File: src/sv/i2a_pkg.sv
// ----------------------------------------------------------------------------
// i2a_pkg
// Types and constants for the integer to ASCII formatter.
// ----------------------------------------------------------------------------
package i2a_pkg;

    localparam int MAX_WIDTH     = 32;
    localparam int LEN_W         = $clog2(MAX_WIDTH + 1);
    localparam int VALUE_W       = 64;
    localparam int DEC_DIGITS    = 20;
    localparam int DIG_W         = $clog2(DEC_DIGITS + 1);
    localparam int BITS_PER_STEP = 2;
    localparam int CONV_STEPS    = VALUE_W / BITS_PER_STEP;
    localparam int STEP_W        = $clog2(CONV_STEPS);
    localparam int QUEUE_DEPTH   = 2;
    localparam int QPTR_W        = $clog2(QUEUE_DEPTH);
    localparam int QCNT_W        = $clog2(QUEUE_DEPTH + 1);

    localparam logic [1:0] REQ_SDEC    = 2'd0;
    localparam int         HEX_SEL_BIT = 1;

    localparam logic [7:0] CHAR_ZERO  = 8'h30;
    localparam logic [7:0] CHAR_MINUS = 8'h2d;
    localparam logic [7:0] CHAR_LOW_A = 8'h61;

    typedef struct packed {
        logic [1:0]         req_type;
        logic [VALUE_W-1:0] value_bits;
        logic               narrow;
        logic [5:0]         min_chars;
        logic [7:0]         pad_char;
    } in_item_t;

    typedef struct packed {
        logic [7:0] out_char;
        logic       last;
    } out_item_t;

    // classified number as it waits in the queue
    typedef struct packed {
        logic [VALUE_W-1:0] mag;
        logic               negative;
        logic               hex;
        logic [LEN_W-1:0]   width;
        logic [7:0]         pad;
    } job_t;

    typedef struct packed {
        logic full;
        logic empty;
    } q_status_t;

    typedef enum logic [1:0] {
        BK_IDLE,
        BK_CONV,
        BK_COUNT,
        BK_EMIT
    } back_state_t;

endpackage

File: src/sv/integer_to_ascii_formatter.sv
// Decimal numbers pass through the shift-and-add-3 loop, two bits a cycle; hex numbers skip it.
// The characters of each number then leave one a cycle, padded to the requested width.
// Up to four numbers in flight (front register, two-entry queue, back end); busy stalls start.
// Reset (rst_n, asynchronous, active low) empties the queue and idles the back end.
// ----------------------------------------------------------------------------
// integer_to_ascii_formatter
// Formats signed/unsigned decimal or hex integers as padded ASCII characters.
// ----------------------------------------------------------------------------
module integer_to_ascii_formatter
    import i2a_pkg::*;
(
    input  logic      clk,
    input  logic      rst_n,
    input  logic      start,
    input  in_item_t  item,
    output logic      busy,
    output logic      strobe,
    output out_item_t result
);

    job_t      front_job;
    job_t      head_job;
    logic      push;
    logic      pop;
    q_status_t q_status;

    i2a_front u_front (
        .clk      (clk),
        .rst_n    (rst_n),
        .start    (start),
        .item     (item),
        .busy     (busy),
        .job      (front_job),
        .push     (push),
        .q_status (q_status)
    );

    i2a_queue u_queue (
        .clk      (clk),
        .rst_n    (rst_n),
        .push     (push),
        .wdata    (front_job),
        .pop      (pop),
        .rdata    (head_job),
        .q_status (q_status)
    );

    i2a_back u_back (
        .clk      (clk),
        .rst_n    (rst_n),
        .job      (head_job),
        .q_status (q_status),
        .pop      (pop),
        .strobe   (strobe),
        .result   (result)
    );

endmodule

File: src/sv/i2a_front.sv
// ----------------------------------------------------------------------------
// i2a_front
// Takes a number beat, extends it, splits off the sign and saturates the width.
// ----------------------------------------------------------------------------
module i2a_front
    import i2a_pkg::*;
(
    input  logic      clk,
    input  logic      rst_n,
    input  logic      start,
    input  in_item_t  item,
    output logic      busy,
    output job_t      job,
    output logic      push,
    input  q_status_t q_status
);

    logic               valid_reg, valid_next;
    job_t               job_reg, job_next;
    logic               signed_mode;
    logic [VALUE_W-1:0] ext_value;
    logic               negative;
    logic [6:0]         wide_width;

    always_comb
    begin
        signed_mode = (item.req_type == REQ_SDEC);
        if (item.narrow)
        begin
            ext_value = {{32{signed_mode & item.value_bits[31]}}, item.value_bits[31:0]};
        end
        else
        begin
            ext_value = item.value_bits;
        end
        negative   = signed_mode & ext_value[VALUE_W-1];
        wide_width = {1'b0, item.min_chars};

        job_next.negative = negative;
        job_next.mag      = negative ? (~ext_value + {{(VALUE_W-1){1'b0}}, 1'b1}) : ext_value;
        job_next.hex      = item.req_type[HEX_SEL_BIT];
        job_next.pad      = item.pad_char;
        if (wide_width > 7'(MAX_WIDTH))
        begin
            job_next.width = LEN_W'(MAX_WIDTH);
        end
        else
        begin
            job_next.width = LEN_W'(wide_width);
        end
    end

    assign push = valid_reg & ~q_status.full;
    assign busy = valid_reg;
    assign job  = job_reg;

    always_comb
    begin
        valid_next = valid_reg;
        if (start && !valid_reg)
        begin
            valid_next = 1'b1;
        end
        else if (push)
        begin
            valid_next = 1'b0;
        end
    end

    always_ff @(posedge clk or negedge rst_n)
    begin
        if (!rst_n)
        begin
            valid_reg <= 1'b0;
        end
        else
        begin
            valid_reg <= valid_next;
        end
    end

    always_ff @(posedge clk)
    begin
        if (start && !valid_reg)
        begin
            job_reg <= job_next;
        end
    end

endmodule

File: src/sv/i2a_queue.sv
// ----------------------------------------------------------------------------
// i2a_queue
// Short queue of classified numbers between front and back.
// ----------------------------------------------------------------------------
module i2a_queue
    import i2a_pkg::*;
(
    input  logic      clk,
    input  logic      rst_n,
    input  logic      push,
    input  job_t      wdata,
    input  logic      pop,
    output job_t      rdata,
    output q_status_t q_status
);

    job_t              mem_reg [QUEUE_DEPTH];
    logic [QPTR_W-1:0] wr_ptr_reg, wr_ptr_next;
    logic [QPTR_W-1:0] rd_ptr_reg, rd_ptr_next;
    logic [QCNT_W-1:0] count_reg, count_next;
    logic              do_push, do_pop;

    assign q_status.full  = (count_reg == QCNT_W'(QUEUE_DEPTH));
    assign q_status.empty = (count_reg == '0);
    assign do_push        = push & ~q_status.full;
    assign do_pop         = pop & ~q_status.empty;
    assign rdata          = mem_reg[rd_ptr_reg];

    always_comb
    begin
        wr_ptr_next = wr_ptr_reg;
        rd_ptr_next = rd_ptr_reg;
        count_next  = count_reg;
        if (do_push)
        begin
            wr_ptr_next = (wr_ptr_reg == QPTR_W'(QUEUE_DEPTH - 1)) ? '0
                                                                 : wr_ptr_reg + QPTR_W'(1);
        end
        if (do_pop)
        begin
            rd_ptr_next = (rd_ptr_reg == QPTR_W'(QUEUE_DEPTH - 1)) ? '0
                                                                 : rd_ptr_reg + QPTR_W'(1);
        end
        if (do_push && !do_pop)
        begin
            count_next = count_reg + QCNT_W'(1);
        end
        else if (do_pop && !do_push)
        begin
            count_next = count_reg - QCNT_W'(1);
        end
    end

    always_ff @(posedge clk or negedge rst_n)
    begin
        if (!rst_n)
        begin
            wr_ptr_reg <= '0;
            rd_ptr_reg <= '0;
            count_reg  <= '0;
        end
        else
        begin
            wr_ptr_reg <= wr_ptr_next;
            rd_ptr_reg <= rd_ptr_next;
            count_reg  <= count_next;
        end
    end

    always_ff @(posedge clk)
    begin
        if (do_push)
        begin
            mem_reg[wr_ptr_reg] <= wdata;
        end
    end

endmodule

File: src/sv/i2a_back.sv
// ----------------------------------------------------------------------------
// i2a_back
// Converts a queued number to digits and emits the characters one a cycle.
// ----------------------------------------------------------------------------
module i2a_back
    import i2a_pkg::*;
(
    input  logic      clk,
    input  logic      rst_n,
    input  job_t      job,
    input  q_status_t q_status,
    output logic      pop,
    output logic      strobe,
    output out_item_t result
);

    localparam int BCD_W = 4 * DEC_DIGITS;

    back_state_t        state_reg, state_next;
    logic [BCD_W-1:0]   bcd_reg, bcd_next;
    logic [VALUE_W-1:0] bin_reg, bin_next;
    logic [STEP_W-1:0]  step_reg, step_next;
    logic               neg_reg, neg_next;
    logic [LEN_W-1:0]   width_reg, width_next;
    logic [7:0]         pad_reg, pad_next;
    logic [DIG_W-1:0]   ndig_reg, ndig_next;
    logic [LEN_W-1:0]   len_reg, len_next;
    logic [LEN_W-1:0]   pos_reg, pos_next;
    logic               strobe_reg, strobe_next;
    out_item_t          result_reg, result_next;

    logic [BCD_W-1:0]   adj1, adj2, shift1;
    logic [VALUE_W-1:0] bin1;
    logic [DIG_W-1:0]   ndig_calc;
    logic [LEN_W-1:0]   body_len;
    logic [LEN_W-1:0]   pads;
    logic [LEN_W-1:0]   digit_pos;
    logic [3:0]         digit;
    logic               is_last;

    // double-dabble correction: every BCD digit of five or more gets three added
    function automatic logic [BCD_W-1:0] dabble_adj(input logic [BCD_W-1:0] d);
        logic [BCD_W-1:0] r;
        r = d;
        for (int i = 0; i < DEC_DIGITS; i++)
        begin
            if (d[4*i +: 4] >= 4'd5)
            begin
                r[4*i +: 4] = d[4*i +: 4] + 4'd3;
            end
        end
        return r;
    endfunction

    function automatic logic [DIG_W-1:0] count_digits(input logic [BCD_W-1:0] d);
        logic [DIG_W-1:0] c;
        c = DIG_W'(1);
        for (int i = 1; i < DEC_DIGITS; i++)
        begin
            if (d[4*i +: 4] != 4'd0)
            begin
                c = DIG_W'(i + 1);
            end
        end
        return c;
    endfunction

    function automatic logic [7:0] digit_char(input logic [3:0] d);
        if (d < 4'd10)
        begin
            return CHAR_ZERO + {4'b0000, d};
        end
        return CHAR_LOW_A + {4'b0000, d} - 8'd10;
    endfunction

    // two shift steps per cycle
    always_comb
    begin
        adj1   = dabble_adj(bcd_reg);
        shift1 = {adj1[BCD_W-2:0], bin_reg[VALUE_W-1]};
        bin1   = {bin_reg[VALUE_W-2:0], 1'b0};
        adj2   = dabble_adj(shift1);
    end

    always_comb
    begin
        ndig_calc = count_digits(bcd_reg);
        body_len  = LEN_W'(ndig_calc) + LEN_W'(neg_reg);
        pads      = len_reg - LEN_W'(ndig_reg) - LEN_W'(neg_reg);
        digit_pos = len_reg - LEN_W'(1) - pos_reg;
        // only read in the digit span, where the position is below DEC_DIGITS
        digit     = bcd_reg[{digit_pos[DIG_W-1:0], 2'b00} +: 4];
        is_last   = (pos_reg == len_reg - LEN_W'(1));
    end

    always_comb
    begin
        state_next  = state_reg;
        bcd_next    = bcd_reg;
        bin_next    = bin_reg;
        step_next   = step_reg;
        neg_next    = neg_reg;
        width_next  = width_reg;
        pad_next    = pad_reg;
        ndig_next   = ndig_reg;
        len_next    = len_reg;
        pos_next    = pos_reg;
        strobe_next = 1'b0;
        result_next = result_reg;
        pop         = 1'b0;

        unique case (state_reg)
            BK_IDLE:
            begin
                if (!q_status.empty)
                begin
                    pop        = 1'b1;
                    neg_next   = job.negative;
                    width_next = job.width;
                    pad_next   = job.pad;
                    if (job.hex)
                    begin
                        bcd_next   = {{(BCD_W - VALUE_W){1'b0}}, job.mag};
                        state_next = BK_COUNT;
                    end
                    else
                    begin
                        bcd_next   = '0;
                        bin_next   = job.mag;
                        step_next  = '0;
                        state_next = BK_CONV;
                    end
                end
            end
            BK_CONV:
            begin
                bcd_next  = {adj2[BCD_W-2:0], bin1[VALUE_W-1]};
                bin_next  = {bin1[VALUE_W-2:0], 1'b0};
                step_next = step_reg + STEP_W'(1);
                if (step_reg == STEP_W'(CONV_STEPS - 1))
                begin
                    state_next = BK_COUNT;
                end
            end
            BK_COUNT:
            begin
                ndig_next  = ndig_calc;
                len_next   = (body_len > width_reg) ? body_len : width_reg;
                pos_next   = '0;
                state_next = BK_EMIT;
            end
            BK_EMIT:
            begin
                strobe_next      = 1'b1;
                result_next.last = is_last;
                priority if (pos_reg < pads)
                begin
                    result_next.out_char = pad_reg;
                end
                else if (neg_reg && (pos_reg == pads))
                begin
                    result_next.out_char = CHAR_MINUS;
                end
                else
                begin
                    result_next.out_char = digit_char(digit);
                end
                pos_next = pos_reg + LEN_W'(1);
                if (is_last)
                begin
                    state_next = BK_IDLE;
                end
            end
            default:
            begin
                state_next = BK_IDLE;
            end
        endcase
    end

    assign strobe = strobe_reg;
    assign result = result_reg;

    always_ff @(posedge clk or negedge rst_n)
    begin
        if (!rst_n)
        begin
            state_reg  <= BK_IDLE;
            step_reg   <= '0;
            pos_reg    <= '0;
            strobe_reg <= 1'b0;
        end
        else
        begin
            state_reg  <= state_next;
            step_reg   <= step_next;
            pos_reg    <= pos_next;
            strobe_reg <= strobe_next;
        end
    end

    always_ff @(posedge clk)
    begin
        bcd_reg    <= bcd_next;
        bin_reg    <= bin_next;
        neg_reg    <= neg_next;
        width_reg  <= width_next;
        pad_reg    <= pad_next;
        ndig_reg   <= ndig_next;
        len_reg    <= len_next;
        result_reg <= result_next;
    end

endmodule

File: config.mk
export PLATFORM = sky130hd
export DESIGN_NAME = integer_to_ascii_formatter
export DESIGN_NICKNAME = d
export VERILOG_FILES = /design/src/sv/i2a_pkg.sv /design/src/sv/integer_to_ascii_formatter.sv /design/src/sv/i2a_front.sv /design/src/sv/i2a_queue.sv /design/src/sv/i2a_back.sv
export SDC_FILE = /design/constraint.sdc
export NUM_CORES = 1
export LEC_CHECK = 0
export CAP_MARGIN = 0
export CORE_MARGIN = 2
export CORE_UTILIZATION = 30
export CTS_CLUSTER_DIAMETER = 40
export CTS_CLUSTER_SIZE = 24
export DETAILED_ROUTE_END_ITERATION = 8
export DONT_BUFFER_PORTS = 1
export HOLD_SLACK_MARGIN = 0.02
export PLACE_DENSITY = 0.51
export SLEW_MARGIN = 15
export SYNTH_ARGS = -nofsm -noshare
export SYNTH_HDL_FRONTEND = slang
export SYNTH_HIERARCHICAL = 1
export SYNTH_SLANG_ARGS = --single-unit
File: constraint.sdc
create_clock -name clk -period 5.2 [get_ports clk]
set_input_delay 0.52 -clock clk [delete_from_list [all_inputs] [get_ports clk]]
set_output_delay 0.52 -clock clk [all_outputs]
set_load 0.005 [all_outputs]
==> results.md <==
- Residual DRC: 0
- Area Growth Syn to Fin: 14.8%
- Final setup vio count: 0
- Worst EP arrival: between 5 and 6 ns
- Total global routing overflow: 0
- GRT Total Usage: between 10% and 20%
- Syn Area/Cell: 12.5 um2
- Asr flop ratio synth: 4.34%
- Final Hold Viols: 0
- Routed Antenna Nets: 0
- Share of cells above drive strength 1: 17.4%
- Area of the multi-input gates: 0.0105 mm2
- Class of the worst hold path: input pin to flop
- Power Density: 779 mW/mm2
- Clk_lat worst skew: 0.60 ns
- Maxcap violations: 0
- Number of flip-flops under the largest register name: 160
- Reg area: 0.0131 mm2
- CTS H-tree depth: 3
- LEAKAGE: 10.4 nW
- CP startpoint kind: flop
- Final hold slack: ~0.10 ns
- NumNets Final: 2196
- Total I/O pin count: 95
- Post-synthesis sequential area ratio: 53.6%
- Standard-cell rows: around 100
- Achievable Freq: ~210 MHz
- Wire per inst: 17.6 um
- Synth top area share: 51.7%
- Post-synth top cells: edfxtp_1, a21oi_1, nor2_1
- Clk buf depth: 3
- Via count of the routed design: approximately 15k
- Fin. max-slew vios: 0
- Vias in the first global route: 15.5k
- Peak VDD IR: around 0.00032 V
- CTS Sinks: between 400 and 500
- Cells after Synth: 1948
- DIE AREA: 0.0835 mm2
- Count leader, synth: edfxtp_1
- Post-synth top flop: edfxtp_1
- Worst slew pin tran: 0.994 ns
- Inserted Clock Buffers: 68
- Global-route wire length before repair: 86.3 mm
- Top post-synthesis cells by area: edfxtp_1, ha_1, mux2_4
- Initial antenna violation count: 0
- Initial DRC Count: 1001
- Critical path fanouts, max: 6
- Core Area: 0.0804 mm2
- WS Path Type: flop to flop
- Number of port buffers: 0
- Post-Syn Area: 0.0244 mm2
- Die Ht: 289 um
- Drt via density: 4.84
- 1st-pass router iterations: 7
- Cell taking the most area after synthesis: edfxtp_1
- Clk root buf: clkbuf_16
- Crit. End Element: flop
- Relative slew slack: 33.6%
- Min cycle time layout: between 4 and 5 ns
- Outcome: finished, final reports clean
- Period utilisation layout: about 91%
- DRT Wirelength: approximately 55 mm
- DP HPWL: 39.3 mm
- Largest net degree at the start of global routing: between 80 and 90
- RSZ-0062 raised after global routing: no
- Clock transition at the registers of the reported paths: 0.06 ns
- EDFF count, synth: 419
- Initial Util: 30.3%
- FILL cells: between 7k and 8k
- Chip Width: 289 um
- Syn nets: between 2k and 2.5k
- Final TNS setup: 0 ns
- CTS tree: built
- Required time worst endpoint: 5.53 ns
- Post-synth cell types: 78
- Worst Skew: slightly above 0.03 ns
- GP Congestion: 0.848
- Flops & latches, synth: 438
- YS warnings: 6
-- worst paths after layout --
kind / slack [ns] / startpoint / endpoint / depth (start not counted)
min reg2reg: 0.44 / u_front/job[67]$_DFFE_PP_ / u_queue/mem_reg[1][67]$_DFFE_PP_ / 0
min: 0.10 / item[13] / u_front/job[10]$_SDFFCE_PN0P_ / 1
max reg2reg: 0.46 / u_back/bcd_reg[8]$_DFFE_PP_ / u_back/len_reg[1]$_DFFE_PP_ / 22
max in group asynchronous: 4.31 / rst_n / u_queue/rd_ptr_reg$_DFFE_PN0P_ / 2
max: 0.46 / u_back/bcd_reg[8]$_DFFE_PP_ / u_back/len_reg[1]$_DFFE_PP_ / 22
min in group asynchronous: 0.48 / rst_n / u_back/pos_reg[0]$_DFFE_PN0P_ / 2
-- report_power, final --
part / switching, W / total (W) / internal, W
sequential: 0.000838 / 0.00669 / 0.00585
combinational: 0.00594 / 0.0105 / 0.00457
clock: 0.00179 / 0.00459 / 0.00280
-- per-stage QoR --
step / setup slack (ns) / std cells / util [%] / cell area [um2] / total power [W]
2_1_floorplan: 0.0647 / 1948 / - / 24400 / 0.0148
3_3_place_gp: 0.377 / 2968 / 31.7 / 25500 / 0.0171
3_5_place_dp: 0.386 / 2968 / 31.7 / 25500 / 0.0173
4_1_cts: 0.363 / 3106 / 34.8 / 28000 / 0.0221
5_1_grt: 0.0162 / 3107 / 34.8 / 28000 / 0.0235
6_report: 0.464 / 3108 / 34.8 / 28000 / 0.0218
-- what timing repair did --
item | 4_1_cts | 5_1_grt
setup endpoints to repair | 0 | 5
setup buffers | 0 | 0
endpoints found under the hold margin | 30 | 19
resized for setup | 0 | 1
hold buffers | 12 | 1
-- cell families after synthesis --
group / count (synthesis) / share of synthesized area [%]
other: 1 / 0.0154
multiplexers: 236 / 12.8
XOR/XNOR: 122 / 4.45
adder cells (fa/ha/maj): 121 / 6.31
AND/OR/NAND/NOR: 464 / 9.93
AO/OA/AOI/OAI: 375 / 9.25
flip-flops: 438 / 53.6
buffers and inverters: 191 / 3.64
-- routing by layer --
layer | GRT usage, % | wire length (um) | up-vias
li1 | - | - | 7285
met1 | 16.8 | 24800 | 7373
met2 | 21.5 | 25800 | 304
met3 | 2.76 | 2520 | 95
met4 | 5.57 | 1630 | 0
met5 | 0 | 0 | -
-- placed cells by master, fill, tap and decap left out, drive strengths merged, types with 9 or more instances in the layout --
cell type | netlist | routed
buf | 21 | 21
nor2 | 135 | 135
mux4 | 19 | 19
inv | 129 | 148
a21o | 13 | 13
nor2b | 48 | 48
o31ai | 15 | 15
dfrtp | 19 | 19
or3 | 10 | 10
clkinv | 2 | 20
nand2b | 28 | 28
xnor2 | 91 | 91
a21oi | 148 | 148
o21a | 20 | 20
nor3 | 35 | 35
nor4 | 11 | 11
a31oi | 15 | 15
clkbuf | 39 | 72
clkinvlp | 0 | 12
a22o | 29 | 29
nand2 | 100 | 100
edfxtp | 419 | 419
nor3b | 38 | 38
xor2 | 31 | 31
nand3 | 20 | 20
ha | 118 | 118
dlygate4sd3 | 0 | 12
nand4 | 9 | 9
a21boi | 10 | 10
mux2 | 167 | 167
mux2i | 50 | 50
o21ai | 100 | 100
-- cell type report --
type / instances / area share [%]
sequential: 438 / 46.7
multi-input combinational: 1319 / 37.4
clock buffer: 72 / 6.33
tap: 1060 / 4.74
clock inverter: 54 / 2.01
inverter: 131 / 1.76
timing repair buffer: 33 / 1.03
antenna: 1 / 0.00895
-- critical path, cell delays in order, from the launching register on --
cell and delay [ns]:
edfxtp_1 0.45, inv_1 0.13, ha_1 0.22, or3b_1 0.39, o21ai_0 0.20, a21oi_1 0.10, o21ai_1 0.20, nand3_1 0.11
nand3_1 0.12, a31oi_1 0.10, o311a_1 0.34, ha_1 0.22, ha_1 0.30, ha_1 0.28, nor2b_1 0.13, o21a_1 0.16
o21a_1 0.16, o21ai_0 0.15, nand2b_1 0.07, a21oi_1 0.14, a31oi_1 0.05, buf_4 0.16, mux2_2 0.28
Power figures use the tool's default switching activity.
